**config.mk**
```make
export PLATFORM = sky130hd
export DESIGN_NAME = stream_search_replace
export DESIGN_NICKNAME = d
export VERILOG_FILES = /design/src/ssr_pkg.sv /design/src/ssr_cell.sv /design/src/ssr_emit.sv /design/src/stream_search_replace.sv
export SDC_FILE = /design/constraint.sdc
export NUM_CORES = 1
export LEC_CHECK = 0
export BUFFER_PORTS_ARGS = -buffer_cell sky130_fd_sc_hd__buf_2
export CAP_MARGIN = 20
export CORE_ASPECT_RATIO = 0.8
export CORE_MARGIN = 4
export CORE_UTILIZATION = 45
export DETAILED_ROUTE_END_ITERATION = 16
export PLACE_DENSITY = 0.66
export SYNTH_ARGS = -nofsm -noshare
export SYNTH_HDL_FRONTEND = slang
export SYNTH_SLANG_ARGS = --single-unit
```
**constraint.sdc**
```tcl
create_clock -name clk_i -period 7 [get_ports clk_i]
set_input_delay 0.35 -clock clk_i [delete_from_list [all_inputs] [get_ports clk_i]]
set_output_delay 0.35 -clock clk_i [all_outputs]
set_load 0.005 [all_outputs]
```
**src/ssr_pkg.sv**
```systemverilog
// Shared types and constants for the streaming search-and-replace block.
package ssr_pkg;

  localparam int DefMaxSearchBytes  = 8;
  localparam int DefMaxReplaceBytes = 8;

  localparam int PatBytes = 8;              // bytes held by a pattern register
  localparam int PatW     = 8 * PatBytes;   // pattern register width
  localparam int LenW     = 4;              // length register width
  localparam int CfgIdxW  = 2;

  typedef enum logic [CfgIdxW-1:0] {
    CfgSearchPattern  = 2'd0,
    CfgSearchLength   = 2'd1,
    CfgReplacePattern = 2'd2,
    CfgReplaceLength  = 2'd3
  } cfg_reg_e;

  // Burst handed from the window logic to the output stage.
  typedef struct packed {
    logic            load;
    logic            byte_valid;
    logic [LenW-1:0] len;
  } burst_req_t;

endpackage

```
**src/ssr_cell.sv**
```systemverilog
// One window cell: holds a byte, compares it with its pattern byte, shifts down.
module ssr_cell #(
  parameter int CELL_IDX = 0,
  parameter int CNT_W    = 4
) (
  input  logic             clk_i,
  input  logic [CNT_W-1:0] count_i,     // window fill before this request
  input  logic [7:0]       in_byte_i,
  input  logic [7:0]       pat_byte_i,
  input  logic [7:0]       next_eff_i,  // effective byte of the cell above
  input  logic             accept_i,
  input  logic             shift_i,
  output logic [7:0]       eff_byte_o,
  output logic             eq_o
);

  logic [7:0] byte_q, byte_d;
  logic       here;

  // The incoming byte lands in the cell at the current fill position.
  assign here       = (count_i == CNT_W'(CELL_IDX));
  assign eff_byte_o = here ? in_byte_i : byte_q;
  assign eq_o       = (eff_byte_o == pat_byte_i);

  always_comb begin
    byte_d = byte_q;
    if (accept_i) begin
      if (shift_i) begin
        byte_d = next_eff_i;
      end else if (here) begin
        byte_d = in_byte_i;
      end
    end
  end

  always_ff @(posedge clk_i) begin
    byte_q <= byte_d;
  end

endmodule

```
**src/ssr_emit.sv**
```systemverilog
// Output stage: holds one result burst, drains it one per cycle while ready.
module ssr_emit (
  input  logic                     clk_i,
  input  logic                     rst_ni,
  input  ssr_pkg::burst_req_t      req_i,
  input  logic [ssr_pkg::PatW-1:0] bytes_i,
  output logic                     free_o,
  output logic                     m_axis_tvalid,
  input  logic                     m_axis_tready,
  output logic [7:0]               m_axis_tdata,  // out_byte
  output logic                     m_axis_tuser,  // byte_valid
  output logic                     m_axis_tlast   // last_result
);

  logic [ssr_pkg::PatW-1:0] bytes_q, bytes_d;
  logic [ssr_pkg::LenW-1:0] rem_q, rem_d;
  logic                     bval_q, bval_d;
  logic                     pop;

  assign m_axis_tvalid = (rem_q != '0);
  assign m_axis_tdata  = bytes_q[7:0];
  assign m_axis_tuser  = bval_q;
  assign m_axis_tlast  = (rem_q == ssr_pkg::LenW'(1));
  assign pop           = m_axis_tvalid && m_axis_tready;
  // Free in this cycle if empty or the final result goes out now.
  assign free_o        = (rem_q == '0) || (m_axis_tlast && m_axis_tready);

  always_comb begin
    bytes_d = bytes_q;
    rem_d   = rem_q;
    bval_d  = bval_q;
    if (pop) begin
      bytes_d = {8'h00, bytes_q[ssr_pkg::PatW-1:8]};
      rem_d   = rem_q - ssr_pkg::LenW'(1);
    end
    if (req_i.load) begin
      bytes_d = bytes_i;
      rem_d   = req_i.len;
      bval_d  = req_i.byte_valid;
    end
  end

  always_ff @(posedge clk_i or negedge rst_ni) begin
    if (!rst_ni) begin
      rem_q <= '0;
    end else begin
      rem_q <= rem_d;
    end
  end

  always_ff @(posedge clk_i) begin
    bytes_q <= bytes_d;
    bval_q  <= bval_d;
  end

endmodule

```
**src/stream_search_replace.sv**
```systemverilog
// Streaming search and replace: top level with window cells, match logic and config.
// Replaces every leftmost, non-overlapping occurrence of the search pattern in a byte
// stream with the replacement pattern. Input bytes enter a row of window cells, one
// cell per search byte; the comparison against the pattern is made in the cycle the
// byte is taken. Results go to an output stage that sends one byte per cycle while the
// receiver is ready; a multi-result byte holds the input until its last goes out,
// others (none or one result) are taken each cycle; throughput is set by that stage.
// The last result of each input byte carries tlast; at end of text with nothing left
// to send a single result with tuser low and data zero marks the end. Writing the
// search length discards the window. Configure only while the block is idle.
module stream_search_replace #(
  parameter int MAX_SEARCH_BYTES  = ssr_pkg::DefMaxSearchBytes,
  parameter int MAX_REPLACE_BYTES = ssr_pkg::DefMaxReplaceBytes
) (
  input  logic                        clk_i,
  input  logic                        rst_ni,
  input  logic                        cfg_we_i,
  input  logic [ssr_pkg::CfgIdxW-1:0] cfg_idx_i,
  input  logic [ssr_pkg::PatW-1:0]    cfg_data_i,
  input  logic                        s_axis_tvalid,
  output logic                        s_axis_tready,
  input  logic [7:0]                  s_axis_tdata,  // text_byte
  input  logic                        s_axis_tlast,  // end_of_text
  output logic                        m_axis_tvalid,
  input  logic                        m_axis_tready,
  output logic [7:0]                  m_axis_tdata,  // out_byte
  output logic                        m_axis_tuser,  // byte_valid
  output logic                        m_axis_tlast   // last_result
);

  localparam int WinCap = (MAX_SEARCH_BYTES < ssr_pkg::PatBytes) ?
                          MAX_SEARCH_BYTES : ssr_pkg::PatBytes;
  localparam int RepCap = (MAX_REPLACE_BYTES < ssr_pkg::PatBytes) ?
                          MAX_REPLACE_BYTES : ssr_pkg::PatBytes;
  localparam int CntW   = (WinCap < 2) ? 1 : $clog2(WinCap + 1);
  localparam int LenW   = ssr_pkg::LenW;

  logic [ssr_pkg::PatW-1:0] spat_q, rpat_q;
  logic [LenW-1:0]          slen_q, rlen_q;
  logic [CntW-1:0]          count_q, count_d;

  logic [LenW-1:0]          slen_eff, rlen_eff, cnt_ext, len;
  logic [7:0]               eff [WinCap];
  logic [WinCap-1:0]        eq;
  logic                     accept, full, match, shift, free;
  logic [ssr_pkg::PatW-1:0] win_bytes, burst_bytes;
  ssr_pkg::burst_req_t      req;

  // Effective lengths: zero search acts as one, both saturate at their caps.
  always_comb begin
    slen_eff = slen_q;
    if (slen_q == '0) begin
      slen_eff = LenW'(1);
    end else if (slen_q > LenW'(WinCap)) begin
      slen_eff = LenW'(WinCap);
    end
    rlen_eff = (rlen_q > LenW'(RepCap)) ? LenW'(RepCap) : rlen_q;
  end

  assign accept  = s_axis_tvalid && free;
  assign s_axis_tready = free;
  assign cnt_ext = LenW'(count_q);
  assign full    = ((cnt_ext + LenW'(1)) == slen_eff);
  assign shift   = full && !match;

  for (genvar i = 0; i < WinCap; i++) begin : g_cell
    logic [7:0] next_eff;
    if (i == WinCap - 1) begin : g_top
      assign next_eff = eff[i];
    end else begin : g_mid
      assign next_eff = eff[i+1];
    end
    ssr_cell #(
      .CELL_IDX (i),
      .CNT_W    (CntW)
    ) u_cell (
      .clk_i      (clk_i),
      .count_i    (count_q),
      .in_byte_i  (s_axis_tdata),
      .pat_byte_i (spat_q[8*i +: 8]),
      .next_eff_i (next_eff),
      .accept_i   (accept),
      .shift_i    (shift),
      .eff_byte_o (eff[i]),
      .eq_o       (eq[i])
    );
  end

  always_comb begin
    match     = 1'b1;
    win_bytes = '0;
    for (int i = 0; i < WinCap; i++) begin
      if (LenW'(i) < slen_eff) begin
        match = match && eq[i];
      end
      win_bytes[8*i +: 8] = eff[i];
    end
  end

  // Burst length and source for this request.
  always_comb begin
    req.byte_valid = 1'b1;
    burst_bytes    = win_bytes;
    if (full && match) begin
      len         = rlen_eff;
      burst_bytes = rpat_q;
    end else if (full) begin
      len = s_axis_tlast ? slen_eff : LenW'(1);
    end else begin
      len = s_axis_tlast ? (cnt_ext + LenW'(1)) : '0;
    end
    if (s_axis_tlast && (len == '0)) begin
      len            = LenW'(1);
      req.byte_valid = 1'b0;
      burst_bytes    = '0;
    end
    req.len  = len;
    req.load = accept && (len != '0);
  end

  always_comb begin
    count_d = count_q;
    if (accept) begin
      if (s_axis_tlast || (full && match)) begin
        count_d = '0;
      end else if (!full) begin
        count_d = count_q + CntW'(1);
      end
    end
    if (cfg_we_i && (ssr_pkg::cfg_reg_e'(cfg_idx_i) == ssr_pkg::CfgSearchLength)) begin
      count_d = '0;
    end
  end

  always_ff @(posedge clk_i or negedge rst_ni) begin
    if (!rst_ni) begin
      spat_q  <= '0;
      slen_q  <= LenW'(1);
      rpat_q  <= '0;
      rlen_q  <= '0;
      count_q <= '0;
    end else begin
      count_q <= count_d;
      if (cfg_we_i) begin
        case (ssr_pkg::cfg_reg_e'(cfg_idx_i))
          ssr_pkg::CfgSearchPattern:  spat_q <= cfg_data_i;
          ssr_pkg::CfgSearchLength:   slen_q <= cfg_data_i[LenW-1:0];
          ssr_pkg::CfgReplacePattern: rpat_q <= cfg_data_i;
          ssr_pkg::CfgReplaceLength:  rlen_q <= cfg_data_i[LenW-1:0];
          default: ;
        endcase
      end
    end
  end

  ssr_emit u_emit (
    .clk_i         (clk_i),
    .rst_ni        (rst_ni),
    .req_i         (req),
    .bytes_i       (burst_bytes),
    .free_o        (free),
    .m_axis_tvalid (m_axis_tvalid),
    .m_axis_tready (m_axis_tready),
    .m_axis_tdata  (m_axis_tdata),
    .m_axis_tuser  (m_axis_tuser),
    .m_axis_tlast  (m_axis_tlast)
  );

endmodule
```
==> results_dict.tcl <==
set metrics [dict create \
    status "complete, no violations" \
    netlist_area_um2 13900 \
    area_growth_pct 13.1 \
    layout_setup_ws_ns 1.67 \
    p_leak_uw 0.00632 \
    r2r_cells 13 \
    pre_cts_slack_ns 1.77 \
    io-pin-count 92 \
    r2r_end "u_emit.bytes_q[48]" \
    synth_ff_type "dfrtp_1" \
    num_rows 57 \
    grt_pass1_vias 9384 \
    setup_viol 0 \
    synth-edff-count 129 \
    die_w_um 204 \
    peakVddDrop_uv 199 \
    antennaDiodeCount 0 \
    root_buffer "clkbuf_16" \
    arrival_ns 5.64 \
    max_freq_mhz 188 \
    crit_path_start "cnt_ext[1]" \
    hold_viol_final 0 \
    tightest_slew_ns 1.07 \
    dieArea_um2 33800 \
    worstPathRequired_ns 7.32 \
    grt-ovfl-total 0 \
    h-tree-depth 1 \
    dr_total_vias 9660 \
    numCtsBuffers 28 \
    synth_async_sr_flop_share 0.527 \
    maxSlewViolCount 0 \
    rr_startpoint "cnt_ext[1]" \
    yosys-top-cells-area "edfxtp_1 (28%), dfrtp_1 (26%), mux2_2 (10%), mux2i_1 (8.1%), o2bb2ai_1 (3.7%)" \
    drt_iter0_markers 746 \
    route.detailed.wl_per_inst_um 22.5 \
    gp_congestion 0.867 \
    synth-seq-cells 273 \
    final.fill_count 2720 \
    drive_gt1_frac 0.236 \
    yosysSeqAreaShare 0.539 \
    antenna_found_initial 0 \
    synth_warnings 0 \
    numPortBuffers 91 \
    crit_path_end_kind "flip-flop" \
    firstDrtPassIters 6 \
    maxCapViolCount 0 \
    cts_sinks 273 \
    yosysMostFrequentCell "dfrtp_1" \
    crit_path_max_fanout 33 \
    start_util 0.457 \
    min-delay-start "cfg_data_i[63]" \
    die_h_um 165 \
    fin_crit_sh 0.761 \
    synthTopCellsByCount "dfrtp_1 (143), edfxtp_1 (129), mux2_2 (127), mux2i_1 (112), nand2_1 (83)" \
    min_period_ns 5.33 \
    grt_pass1_wl_um 56300 \
    yosysTopAreaCellShare 0.279 \
    min_path_type "in -> reg" \
    path_class "reg -> reg" \
    clk_path_buf_depth 3 \
    post_cts_buffers 0 \
    drc_errors 0 \
    ant_nets 0 \
    yosysTopAreaCell "edfxtp_1" \
    grt_max_degree 91 \
    grt_usage 0.216 \
    fin_tns_setup_ns 0 \
    vias_per_cell 5.85 \
    relSlewSlack 0.290 \
    nNetsFinal 1303 \
    cts_tree "yes" \
    syn_inst 1148 \
    endpoint "u_emit.bytes_q[48]" \
    synth_cell_type_count 73 \
    clock_latency_ns 0.58 \
    skew_ns 0.0346 \
    core-area_um2 30400 \
    dp_hpwl_um 25400 \
    avgSynthCellArea_um2 12.1 \
    wirelength_um 37200 \
    synthesis.nets 1234 \
    worstSetupStartpointType "flip-flop" \
    grt_setup_unrepaired "false" \
    final_util 0.517 \
    p_per_area_nw_per_um2 329 \
    clk_pin_slew_ns 0.07 \
    reg2reg_slack_ns 1.67 \
]
cell type report:
cell class / instances / area (um2) / share of cell area
inverter: 45 / 169 / 0.0108
sequential: 273 / 7480 / 0.476
tap: 413 / 517 / 0.0329
clock buffer: 43 / 860 / 0.0547
clock inverter: 9 / 82.6 / 0.00526
timing repair buffer: 117 / 697 / 0.0444
multi-input combinational: 752 / 5910 / 0.376
worst min path at each step:
| stage | depth (start not counted) | slack [ns] | to |
|---|---|---|---|
| 4_1_cts | 3 | 0.0005 | spat_q[57] |
| 5_1_grt | 2 | 0.01 | rpat_q[49] |
| 2_1_floorplan | 0 | 0.05 | cnt_ext[0] |
| 3_5_place_dp | 1 | 0.42 | rpat_q[18] |
| 6_report | 3 | 0.02 | spat_q[63] |
| 3_3_place_gp | 1 | 0.42 | rpat_q[18] |
routing by layer:
metal	track usage	up-vias	wire length, um
li1	-	4400	-
met1	0.311	4809	16700
met2	0.339	369	16700
met3	0.0430	82	2680
met4	0.0560	0	1080
met5	0	-	0
critical path: stages, from the launching register on:
cell and delay [ns]:
dfrtp_1 0.45, inv_1 0.11, ha_1 0.16, nor3b_2 0.84, mux2i_1 0.42, o221ai_1 0.19, a211oi_1 0.37, nand3_1 0.21
a2111oi_2 0.57, mux2i_1 0.29, nand3_1 0.25, o21ai_4 0.22, nand2_2 0.52, buf_12 0.42
logic make-up after synthesis:
family                   synth area share
buffers and inverters              0.0387
AND/OR/NAND/NOR                    0.0788
flip-flops                          0.539
adder cells (fa/ha/maj)           0.00541
XOR/XNOR                           0.0319
AO/OA/AOI/OAI                       0.122
multiplexers                        0.185
registers in the layout, summed over array words and instances (netlist names):
| register | cells |
|---|---|
| g_cell.u_cell.byte_q | 64 |
| u_emit.rem_q | 4 |
| slen_q | 4 |
| rlen_q | 4 |
| u_emit.bytes_q | 64 |
| cnt_ext | 4 |
| spat_q | 64 |
| u_emit.m_axis_tuser | 1 |
| rpat_q | 64 |
power breakdown:
group	switching [uW]	internal [uW]	total (uW)
Combinational	726	583	1310
Sequential	223	2120	2340
Clock	643	883	1530
what timing repair did:
item	4_1_cts	5_1_grt
endpoints found under the hold margin	86	0
hold buffers	11	0
gates resized for setup	0	0
through the flow:
step / hold slack [ns] / instance area (um2) / total power [uW] / std cells
3_5_place_dp: 0.424 / 14700 / 3660 / 1589
3_3_place_gp: 0.418 / 14700 / 3630 / 1589
5_1_grt: 0.0117 / 15700 / 5410 / 1652
6_report: 0.0180 / 15700 / 5170 / 1652
4_1_cts: 0.000519 / 15700 / 5200 / 1652
2_1_floorplan: 0.0544 / 13900 / 3240 / 1148
placed cells by master, fill, tap and decap left out, types with 7 or more instances in the layout:
master / netlist / layout
inv_1: 44 / 44
dfrtp_1: 143 / 143
clkbuf_16: 0 / 30
mux2_2: 127 / 127
nand3_1: 9 / 9
xor2_1: 11 / 11
buf_4: 14 / 14
buf_2: 18 / 90
a21oi_1: 22 / 22
nor2_1: 37 / 37
nor2b_1: 18 / 18
mux2i_1: 112 / 112
nand2b_1: 19 / 19
dlygate4sd3_1: 0 / 11
a211oi_1: 13 / 13
nand2_1: 83 / 82
nand3b_1: 7 / 7
edfxtp_1: 129 / 129
xnor2_1: 37 / 37
nor4_1: 13 / 13
o22ai_1: 15 / 15
o2bb2ai_1: 58 / 58
o21ai_0: 75 / 75
clkbuf_1: 42 / 7
Note: power is estimated with default switching activity, not from simulation.
